$ cat src/hw/rtl/kvms_pkg.sv
// kvms_pkg: shared constants, types and request codes of the key/value map store
// used by the map store core
// no dependencies
package kvms_pkg;

    localparam int ENTRIES = 64;
    localparam int IDX_W   = $clog2(ENTRIES);
    localparam int CNT_W   = $clog2(ENTRIES + 1);

    localparam int KEY_W  = 32;
    localparam int VAL_W  = 32;
    localparam int WORD_W = KEY_W + VAL_W;

    localparam int MODE_W    = 2;
    localparam int S_TDATA_W = KEY_W + 2 * VAL_W;
    localparam int M_TDATA_W = ((VAL_W + CNT_W + 7) / 8) * 8;
    localparam int M_TUSER_W = 2;

    localparam logic [IDX_W-1:0] LAST_IDX = IDX_W'(ENTRIES - 1);

    typedef enum logic [MODE_W-1:0] {
        MODE_ADD     = 2'd0,
        MODE_SEARCH  = 2'd1,
        MODE_REMOVE  = 2'd2,
        MODE_REPLACE = 2'd3
    } mode_t;

    typedef enum logic [2:0] {
        ST_IDLE  = 3'b001,
        ST_SCAN  = 3'b010,
        ST_APPLY = 3'b100
    } state_t;

endpackage

$ cat src/hw/rtl/key_value_map_store_core.sv
// key_value_map_store_core: fixed-capacity key/value map, one request at a time
// depends on kvms_pkg and kvms_ram
//
// usage:
//   s_ channel carries one request per beat: tuser holds the mode (add, search,
//   remove, replace), tdata holds key, value and old_value.
//   m_ channel returns exactly one result per request: tuser holds found and
//   full_refused, tdata holds data and the live entry count.
//   the pairs live in one ram word per slot; each request scans the slots one
//   read a cycle and stops at the first match, then writes back, where the mode needs it, in the apply state.
//   the block goes back to idle when the result is loaded and only then takes the
//   next request, so the rate is set by the ram scan and by any output stall.
//   the result sits in an output register; a new request is accepted while it
//   waits, and the write-back of that request holds until the result is taken.
//   reset clears all slot valid bits and the count at once; no clearing pass.
module key_value_map_store_core (
    input  logic                             aclk,
    input  logic                             aresetn,
    input  logic                             s_tvalid,
    output logic                             s_tready,
    input  logic [kvms_pkg::S_TDATA_W-1:0]   s_tdata,  // key, value, old_value
    input  logic [kvms_pkg::MODE_W-1:0]      s_tuser,  // mode
    output logic                             m_tvalid,
    input  logic                             m_tready,
    output logic [kvms_pkg::M_TDATA_W-1:0]   m_tdata,  // data, entry_count, zero pad
    output logic [kvms_pkg::M_TUSER_W-1:0]   m_tuser   // found, full_refused
);

    import kvms_pkg::*;

    state_t state_reg, state_next;

    mode_t             mode_reg, mode_next;
    logic [KEY_W-1:0]  key_reg, key_next;
    logic [VAL_W-1:0]  val_reg, val_next;
    logic [VAL_W-1:0]  old_reg, old_next;

    logic [IDX_W-1:0]  addr_reg, addr_next;
    logic              issue_done_reg, issue_done_next;
    logic              pend_reg, pend_next;
    logic [IDX_W-1:0]  pend_idx_reg, pend_idx_next;

    logic              hit_reg, hit_next;
    logic [IDX_W-1:0]  hit_idx_reg, hit_idx_next;
    logic [VAL_W-1:0]  hit_data_reg, hit_data_next;
    logic              free_found_reg, free_found_next;
    logic [IDX_W-1:0]  free_idx_reg, free_idx_next;

    logic [ENTRIES-1:0] valid_reg, valid_next;
    logic [CNT_W-1:0]   count_reg, count_next;

    logic               out_valid_reg, out_valid_next;
    logic               out_found_reg, out_found_next;
    logic               out_refused_reg, out_refused_next;
    logic [VAL_W-1:0]   out_data_reg, out_data_next;
    logic [CNT_W-1:0]   out_count_reg, out_count_next;

    logic               rd_en;
    logic [WORD_W-1:0]  rd_data;
    logic               wr_en;
    logic [IDX_W-1:0]   wr_addr;
    logic [WORD_W-1:0]  wr_data;

    logic [KEY_W-1:0]   rd_key;
    logic [VAL_W-1:0]   rd_val;
    logic               match;
    logic               apply_go;

    // slot word: key in the low half, value in the high half
    kvms_ram #(
        .WIDTH(WORD_W),
        .DEPTH(ENTRIES)
    ) u_slots (
        .aclk   (aclk),
        .wr_en  (wr_en),
        .wr_addr(wr_addr),
        .wr_data(wr_data),
        .rd_en  (rd_en),
        .rd_addr(addr_reg),
        .rd_data(rd_data)
    );

    assign rd_key = rd_data[KEY_W-1:0];
    assign rd_val = rd_data[WORD_W-1:KEY_W];

    // valid bits do not change during a scan, so the bit of the returned slot is current
    assign match = pend_reg && valid_reg[pend_idx_reg] && (rd_key == key_reg)
                   && ((mode_reg != MODE_REPLACE) || (rd_val == old_reg));

    assign s_tready = (state_reg == ST_IDLE);
    assign rd_en    = (state_reg == ST_SCAN) && !issue_done_reg;
    assign apply_go = (state_reg == ST_APPLY) && (!out_valid_reg || m_tready);

    always_comb begin
        state_next       = state_reg;
        mode_next        = mode_reg;
        key_next         = key_reg;
        val_next         = val_reg;
        old_next         = old_reg;
        addr_next        = addr_reg;
        issue_done_next  = issue_done_reg;
        pend_next        = pend_reg;
        pend_idx_next    = pend_idx_reg;
        hit_next         = hit_reg;
        hit_idx_next     = hit_idx_reg;
        hit_data_next    = hit_data_reg;
        free_found_next  = free_found_reg;
        free_idx_next    = free_idx_reg;
        valid_next       = valid_reg;
        count_next       = count_reg;
        out_valid_next   = out_valid_reg && !m_tready;
        out_found_next   = out_found_reg;
        out_refused_next = out_refused_reg;
        out_data_next    = out_data_reg;
        out_count_next   = out_count_reg;
        wr_en            = 1'b0;
        wr_addr          = hit_idx_reg;
        wr_data          = {val_reg, key_reg};

        case (state_reg)
            ST_IDLE: begin
                if (s_tvalid) begin
                    mode_next       = mode_t'(s_tuser);
                    key_next        = s_tdata[KEY_W-1:0];
                    val_next        = s_tdata[KEY_W+VAL_W-1:KEY_W];
                    old_next        = s_tdata[KEY_W+2*VAL_W-1:KEY_W+VAL_W];
                    addr_next       = '0;
                    issue_done_next = 1'b0;
                    pend_next       = 1'b0;
                    hit_next        = 1'b0;
                    free_found_next = 1'b0;
                    state_next      = ST_SCAN;
                end
            end
            ST_SCAN: begin
                pend_next     = rd_en;
                pend_idx_next = addr_reg;
                if (rd_en) begin
                    addr_next       = addr_reg + 1'b1;
                    issue_done_next = (addr_reg == LAST_IDX);
                    // lowest free slot, found as the reads go out
                    if (!free_found_reg && !valid_reg[addr_reg]) begin
                        free_found_next = 1'b1;
                        free_idx_next   = addr_reg;
                    end
                end
                if (match) begin
                    hit_next      = 1'b1;
                    hit_idx_next  = pend_idx_reg;
                    hit_data_next = rd_val;
                    state_next    = ST_APPLY;
                end else if (pend_reg && (pend_idx_reg == LAST_IDX)) begin
                    state_next = ST_APPLY;
                end
            end
            ST_APPLY: begin
                if (apply_go) begin
                    out_found_next   = 1'b0;
                    out_refused_next = 1'b0;
                    out_data_next    = '0;
                    case (mode_reg)
                        MODE_ADD: begin
                            if (hit_reg) begin
                                wr_en          = 1'b1;
                                out_found_next = 1'b1;
                                out_data_next  = hit_data_reg;
                            end else if (free_found_reg) begin
                                wr_en                    = 1'b1;
                                wr_addr                  = free_idx_reg;
                                valid_next[free_idx_reg] = 1'b1;
                                count_next               = count_reg + 1'b1;
                            end else begin
                                out_refused_next = 1'b1;
                            end
                        end
                        MODE_SEARCH: begin
                            if (hit_reg) begin
                                out_found_next = 1'b1;
                                out_data_next  = hit_data_reg;
                            end
                        end
                        MODE_REMOVE: begin
                            if (hit_reg) begin
                                valid_next[hit_idx_reg] = 1'b0;
                                count_next              = count_reg - 1'b1;
                                out_found_next          = 1'b1;
                                out_data_next           = hit_data_reg;
                            end
                        end
                        MODE_REPLACE: begin
                            if (hit_reg) begin
                                wr_en          = 1'b1;
                                out_found_next = 1'b1;
                                out_data_next  = hit_data_reg;
                            end
                        end
                        default: begin
                            out_found_next = 1'b0;
                        end
                    endcase
                    out_count_next = count_next;
                    out_valid_next = 1'b1;
                    state_next     = ST_IDLE;
                end
            end
            default: begin
                state_next = ST_IDLE;
            end
        endcase
    end

    always_ff @(posedge aclk) begin
        if (!aresetn) begin
            state_reg      <= ST_IDLE;
            valid_reg      <= '0;
            count_reg      <= '0;
            out_valid_reg  <= 1'b0;
            issue_done_reg <= 1'b0;
            pend_reg       <= 1'b0;
        end else begin
            state_reg      <= state_next;
            valid_reg      <= valid_next;
            count_reg      <= count_next;
            out_valid_reg  <= out_valid_next;
            issue_done_reg <= issue_done_next;
            pend_reg       <= pend_next;
        end
    end

    always_ff @(posedge aclk) begin
        mode_reg        <= mode_next;
        key_reg         <= key_next;
        val_reg         <= val_next;
        old_reg         <= old_next;
        addr_reg        <= addr_next;
        pend_idx_reg    <= pend_idx_next;
        hit_reg         <= hit_next;
        hit_idx_reg     <= hit_idx_next;
        hit_data_reg    <= hit_data_next;
        free_found_reg  <= free_found_next;
        free_idx_reg    <= free_idx_next;
        out_found_reg   <= out_found_next;
        out_refused_reg <= out_refused_next;
        out_data_reg    <= out_data_next;
        out_count_reg   <= out_count_next;
    end

    assign m_tvalid = out_valid_reg;
    assign m_tdata  = M_TDATA_W'({out_count_reg, out_data_reg});
    assign m_tuser  = {out_refused_reg, out_found_reg};

    // the live count always equals the number of occupied slots
    a_count_tracks_valid: assert property (@(posedge aclk) disable iff (!aresetn)
        $countones(valid_reg) == 32'(count_reg))
        else $error("live count does not match valid bits");

    // a refused add only happens on a full store and never reports a hit
    a_refused_full: assert property (@(posedge aclk) disable iff (!aresetn)
        (out_valid_reg && out_refused_reg) |->
            (!out_found_reg && (out_count_reg == CNT_W'(ENTRIES))))
        else $error("refused add on a store that is not full");

    // a miss returns zero data
    a_miss_zero: assert property (@(posedge aclk) disable iff (!aresetn)
        (out_valid_reg && !out_found_reg) |-> (out_data_reg == '0))
        else $error("miss result carries nonzero data");

    // write-back never overwrites a result that is still waiting
    a_no_overrun: assert property (@(posedge aclk) disable iff (!aresetn)
        (out_valid_reg && !m_tready) |=> (out_valid_reg && $stable(out_data_reg)))
        else $error("pending result lost");

endmodule

$ cat src/hw/rtl/kvms_ram.sv
// kvms_ram: generic single-write, single-read ram with a registered read port
// no dependencies
module kvms_ram #(
    parameter int WIDTH = 64,
    parameter int DEPTH = 64
) (
    input  logic                     aclk,
    input  logic                     wr_en,
    input  logic [$clog2(DEPTH)-1:0] wr_addr,
    input  logic [WIDTH-1:0]         wr_data,
    input  logic                     rd_en,
    input  logic [$clog2(DEPTH)-1:0] rd_addr,
    output logic [WIDTH-1:0]         rd_data
);

    logic [WIDTH-1:0] mem [DEPTH];

    always_ff @(posedge aclk) begin
        if (wr_en) begin
            mem[wr_addr] <= wr_data;
        end
        if (rd_en) begin
            rd_data <= mem[rd_addr];
        end
    end

endmodule
$ cat config.mk
export PLATFORM = sky130hd
export DESIGN_NAME = key_value_map_store_core
export DESIGN_NICKNAME = d
export VERILOG_FILES = /design/src/hw/rtl/kvms_pkg.sv /design/src/hw/rtl/key_value_map_store_core.sv /design/src/hw/rtl/kvms_ram.sv
export SDC_FILE = /design/constraint.sdc
export NUM_CORES = 2
export LEC_CHECK = 0
export BUFFER_PORTS_ARGS = -buffer_cell sky130_fd_sc_hd__buf_2
export CORE_ASPECT_RATIO = 1.4
export CORE_UTILIZATION = 40
export CTS_CLUSTER_SIZE = 10
export DETAILED_ROUTE_END_ITERATION = 12
export HOLD_SLACK_MARGIN = 0.12
export PLACE_DENSITY = 0.54
export SYNTH_ARGS = -nofsm -noshare
export SYNTH_HDL_FRONTEND = slang
export SYNTH_SLANG_ARGS = --single-unit
$ cat constraint.sdc
create_clock -name aclk -period 16.3 [get_ports aclk]
set_clock_uncertainty 0.05 [all_clocks]
set_input_delay 1.63 -clock aclk [delete_from_list [all_inputs] [get_ports aclk]]
set_output_delay 1.63 -clock aclk [all_outputs]
set_load 0.03 [all_outputs]
### Word-level counts from Yosys, hierarchy flattened

Memory sizes are Yosys's and may differ from the RTL's. A register that Yosys moved wholly into a read port is not among the register bits.
Index checks and enable logic that the tools add are counted.

* word-level logic and storage cells: 139
* input bits: 102
* flip-flop bits (word level): 274
* memories: 1
* memory bits (writable): 4096

* reduce and logical (&&, ||, !) cells: 32
* mux-type cells: 52
* add/sub/neg operators: 3
* $lt $le $gt $ge: 6
* bitwise operators: 4
* equal/unequal tests: 20

Memories
* u_slots.mem: depth 64, bits a word 64, rd ports 1, clocked after memory_dff 1, write ports 1, line kvms_ram.sv:16 `logic [WIDTH-1:0] mem [DEPTH];`

Operators by type and width (count)
* $mux W64: 3
* $pmux W64 S2: 1
* $and A64 B64 Y64: 1
* $eq A32 B32 Y1: 2
* $mux W32: 2
* $not A64 Y64: 1
* $or A64 B64 Y64: 1
* $mux W6: 7
* $lt A6 B7 Y1 const B: 4
* $mux W7: 3
* $mux W1: 20
* $ne A2 B2 Y1 const B: 8
* $pmux W7 S2: 1
* $bmux W1 S6: 2
* $demux W1 S6: 2
* $eq A6 B6 Y1 const B: 2
* $ge A6 B1 Y1 const B: 2
* $mux W3: 4
* $pmux W6 S2: 1
* $reduce_and A3 Y1: 4
* $logic_and A1 B1 Y1: 10
* $pmux W1 S2: 5
* $pmux W3 S3: 1
* $reduce_and A2 Y1: 4
* other kinds (19): 26

### Logic depth before layout (Yosys ltp)

* word-level depth: 8
* gate-level depth with buffers: 10
* mapped depth without buffers: 8

### Hierarchy

Synthesis repeated with hierarchy kept, for this count alone.

* cells, all modules: 7711
* area total of the unflattened synthesis: 169136.0 µm²

Modules (own cells, without submodules)
* kvms_ram: area an instance 157528.6 µm², times used 1, cells each 6812
* key_value_map_store_core: area an instance 11607.4 µm², times used 1, cells each 899

### Worst setup path before layout

OpenSTA, ideal clock, no wires.

* kind: input -> register
* start: input m_tready
* end: memory u_slots.mem[12][0], enable pin
* arrival: 5.549 ns
* path slack: 10.214 ns
* library setup time: 0.487 ns
* stages on the path: 7
* path buffers: 1
* required time: 15.763 ns
* cells stage by stage: nor2b_1 > nor3_1 > clkbuf_1 > nand2_1 > o21ai_0 > nand2_1 > nor2_1

* cells in the longest elaborated chain, start to end: 6

RTL lines
* start: declaration: line key_value_map_store_core.sv:24 `input logic m_tready,`
* $logic_or A1 B1 Y1 *: line key_value_map_store_core.sv:92 `assign apply_go = (state_reg == ST_APPLY) && (!out_valid_reg || m_tready);`
* $logic_and A1 B1 Y1 *: line key_value_map_store_core.sv:92
* $mux W1: line key_value_map_store_core.sv:157 `if (apply_go) begin`
* $mux W1: line key_value_map_store_core.sv:120 `case (state_reg)`
* $mux W1: line kvms_ram.sv:19 `if (wr_en) begin`
* $mux W1 (not written as such): line kvms_ram.sv:20 `mem[wr_addr] <= wr_data;`
* end: declaration: line kvms_ram.sv:16

Every way passes the cells marked *; elsewhere a longest branch is shown, timed or not.

==> run summary <==
In this run the critical register-to-register path is launched from addr_reg[1]. The flip-flop count of the largest register after layout came out at 4096. The number of port buffers is 144. The clock net in this run drives a total of 4434 sinks. The share of the synthesized area in compound gates (AO/OA/AOI/OAI) is 0.6204%. For the worst setup path, the data required time is 17.00 ns. The post-synthesis instance total is 6832.

For the finished layout, the period the worst path requires is 6.242 ns. The final weighted congestion in routability-driven placement came out at 0.8319. The clock passes through at most 4 buffers.

The clock root buffer is sky130_fd_sc_hd__clkbuf_16. After legalization and detailed placement, the total HPWL measured 266900 microns. The hold-critical path endpoint is valid_reg[23]. The post-synthesis cell area is 168600 sq um. The path depth of the worst reg2reg path came out at 7. The slowest stage of the critical path belongs to the cell sky130_fd_sc_hd__edfxtp_1. The die is 550.7 microns wide. The number of warning messages in the yosys log is 0. The area of the die came out at 424200 sq um. In this run the worst setup path begins at addr_reg[1]. The flow ran to the end, and the final reports show no timing, DRC or antenna violations.

The final-layout setup total negative slack came out at 0 ns. The flip-flop and latch count after synthesis came out at 4434. The first-pass detailed-route iteration total is 6. Entering global routing, the biggest net connects 132 pins. For this block, the routed nets add up to 472000 microns of wire. The layout net count came out at 7493. The synthesis-to-finish area growth is 13.02%. Multiplexer cells account for 18.47% of the synthesized area. The final count of pins violating max slew came out at 0.

The mean post-synth cell area is 24.68 sq um. The part of the cycle the worst path needs came out at 38.29%. After global routing the overflow that remains totals 0. The count of hold buffers inserted by post-cts repair is 0. The cell total after placement came out at 12416. In this run the static leakage power is 57.76 nW. The total power density per cell area is 124.3 nW/um^2. The delay contributed by the slowest stage of the critical path came out at 0.97 ns. The worst hold path passes through 2 cells. The simple-gate area share of the yosys netlist came out at 1.092%.

The core area is 419100 sq um. After detailed routing, the number of remaining DRC violations is 0. Setup violations remaining at the end of the flow were counted as 0. The number of design-rule violations left by the first detailed-router iteration is 8678. Leaving out fill and tap cells, the most frequent cell in the layout is sky130_fd_sc_hd__edfxtp_1. The netlist uses 57 different library cells.

The clock transition at the registers of the reported paths is 0.06 ns. Leaving out fill and tap cells, the most frequent cells in the layout are 4357 x sky130_fd_sc_hd__edfxtp_1, 1374 x sky130_fd_sc_hd__mux4_2, 488 x sky130_fd_sc_hd__clkbuf_16. The post-CTS repair timing setup buffer count came out at 0. Excluding fillers, the count of instances in the completed layout stands at 13000. The via density per instance came out at 5.948. The count of nets left with antenna violations after detail routing came out at 0. The most used flip-flop cell after synthesis is sky130_fd_sc_hd__edfxtp_1. For this block, the via count after detailed routing is 77318. The startpoint identified for the worst hold timing path is valid_reg[23]. The max-cap violation count came out at 0. The via count of the first global-routing pass came to 80718.

Cells with a size suffix above 1 make up 32.10% of the layout. For the pin with the worst max-slew slack, the measured transition is 1.240 ns. The XOR/XNOR share of the synthesized area is 0.3532%. The sequential fraction of the synthesis area came out at 78.51%. Walking the worst path, the cells encountered are buf_12 -> buf_4 -> buf_4 -> buf_4 -> mux4_2 -> mux4_2 -> mux4_2. The total power of the final layout is 23.68 mW.

The worst hold path belongs to the class reg2reg. The final hold slack came out at 0.4452 ns. The number of filler instances in the final layout is 34534. The starting density of the core is 40.23%. The largest family of logic cells by synthesized area is multiplexers.

The hold violation total from the final report is 0. The achievable clock frequency came out at 160.2 MHz. The first global-routing pass estimated 654400 microns of wire.

The maximum level of the CTS H-tree is 5. The number of clock buffers inserted by TritonCTS came out at 485. The maximum VDD drop came out at 0.00009401 V. Setup repair after global routing left no endpoint under its margin. The number of antenna violations at the first check in global routing was 33. The post-synthesis adder-cell area fraction came out at 0.04452%. The floorplan has 281 rows. The reg-to-reg endpoint is u_slots.rd_data[13]. For the worst setup path, the data arrival time is 6.94 ns.

After detailed routing, the average wire length per cell comes to 36.31 microns. The CTS tree is built. Across all register-to-register paths, the minimum setup slack is 10.06 ns.

The worst setup path is launched from a register. STA classifies the critical path endpoint as a register. The net count after synthesis is 6940. The worst setup path is of the reg2reg kind. The die is 770.2 microns tall. The maximum fanout along the worst path came out at 131. The I/O pin count is 146. The number of flops mapped to enable cells by yosys came out at 4357.

The overall fraction of global-route tracks in use came out at 22.28%. The number of gates resized after CTS was 0. The clock latency reported for the late side of the worst-skew pair is 1.06 ns.

In this run the tightest slew margin relative to its limit is 16.47%. The share of synthesized registers carrying an async set or reset is 0%.
-- cell usage after synthesis, types with 20 or more instances --
master | count | area share (%)
sky130_fd_sc_hd__edfxtp_1 | 4357 | 78
sky130_fd_sc_hd__mux4_2 | 1374 | 18
sky130_fd_sc_hd__clkbuf_1 | 197 | 0.44
sky130_fd_sc_hd__nor2_1 | 112 | 0.25
sky130_fd_sc_hd__nand2_1 | 108 | 0.24
sky130_fd_sc_hd__dfxtp_1 | 77 | 0.91
sky130_fd_sc_hd__o21ai_0 | 77 | 0.23
sky130_fd_sc_hd__a21oi_1 | 76 | 0.23
sky130_fd_sc_hd__buf_2 | 76 | 0.23
sky130_fd_sc_hd__xor2_1 | 66 | 0.34
sky130_fd_sc_hd__buf_1 | 64 | 0.14
sky130_fd_sc_hd__and2_1 | 35 | 0.13
sky130_fd_sc_hd__nor4_1 | 20 | 0.074
-- through the flow --
| stage | worst slack [ns] | area [sq um] | util (%) |
|---|---|---|---|
| 2_1_floorplan | 10.21 | 168600 | - |
| 3_3_place_gp | 9.822 | 177400 | 42.33 |
| 3_5_place_dp | 9.800 | 177400 | 42.34 |
| 4_1_cts | 10.06 | 190500 | 45.46 |
| 5_1_grt | 9.816 | 190500 | 45.46 |
| 6_report | 10.06 | 190600 | 45.47 |
-- critical path, delay by kind of cell, from the launching register on --
family,cells,cell delay (ns)
flip-flops,1,0.97
multiplexers,3,1.52
buffers and inverters,4,2.97
-- how the worst max path moves through the flow --
stage	endpoint	slack (ns)	depth (start not counted)
after floorplan	u_slots.mem[12][0]	10.21	7
after global placement	u_slots.mem[13][43]	9.82	8
after detailed placement	u_slots.mem[14][39]	9.80	9
after CTS	u_slots.rd_data[43]	10.06	7
after global routing	u_slots.rd_data[43]	9.82	7
final	u_slots.rd_data[13]	10.06	7
-- report_power, final --
group | leakage [nW] | total, mW | switching, mW | internal (mW)
logic | 11.6 | 1.45 | 0.869 | 0.578
clock network | 6.36 | 9.60 | 4.28 | 5.32
registers | 39.8 | 12.6 | 0.0284 | 12.6
-- final cells by class --
cell class / instances / area, sq um / area share, %
sequential: 4434 / 132400 / 69.47
multi-input combinational: 2036 / 35250 / 18.50
clock buffer: 530 / 12380 / 6.496
tap: 5518 / 6904 / 3.623
timing repair buffer: 415 / 2863 / 1.502
clock inverter: 36 / 689.4 / 0.3618
inverter: 13 / 57.56 / 0.03020
antenna: 18 / 45.04 / 0.02364
-- per-layer routing --
layer	global-route usage, %	wire length (microns)	up-vias
met1	29.11	184800	43454
met5	0	121	-
li1	-	-	30396
met4	5.606	12000	20
met2	38.83	245700	2848
met3	3.499	29420	600
-- cell families (layout without fill, tap and decap cells) --
family                     Yosys count  after routing
xor gates and xnor gates            68             68
AOI/OAI and AO/OA                  188            188
buffers and inverters              362            994
other                                1             19
and+or+nand+nor                    380            380
DFF                               4434           4434
muxes                             1393           1393
adders and majority gates            6              6
Note: power is estimated with default switching activity, not from simulation.
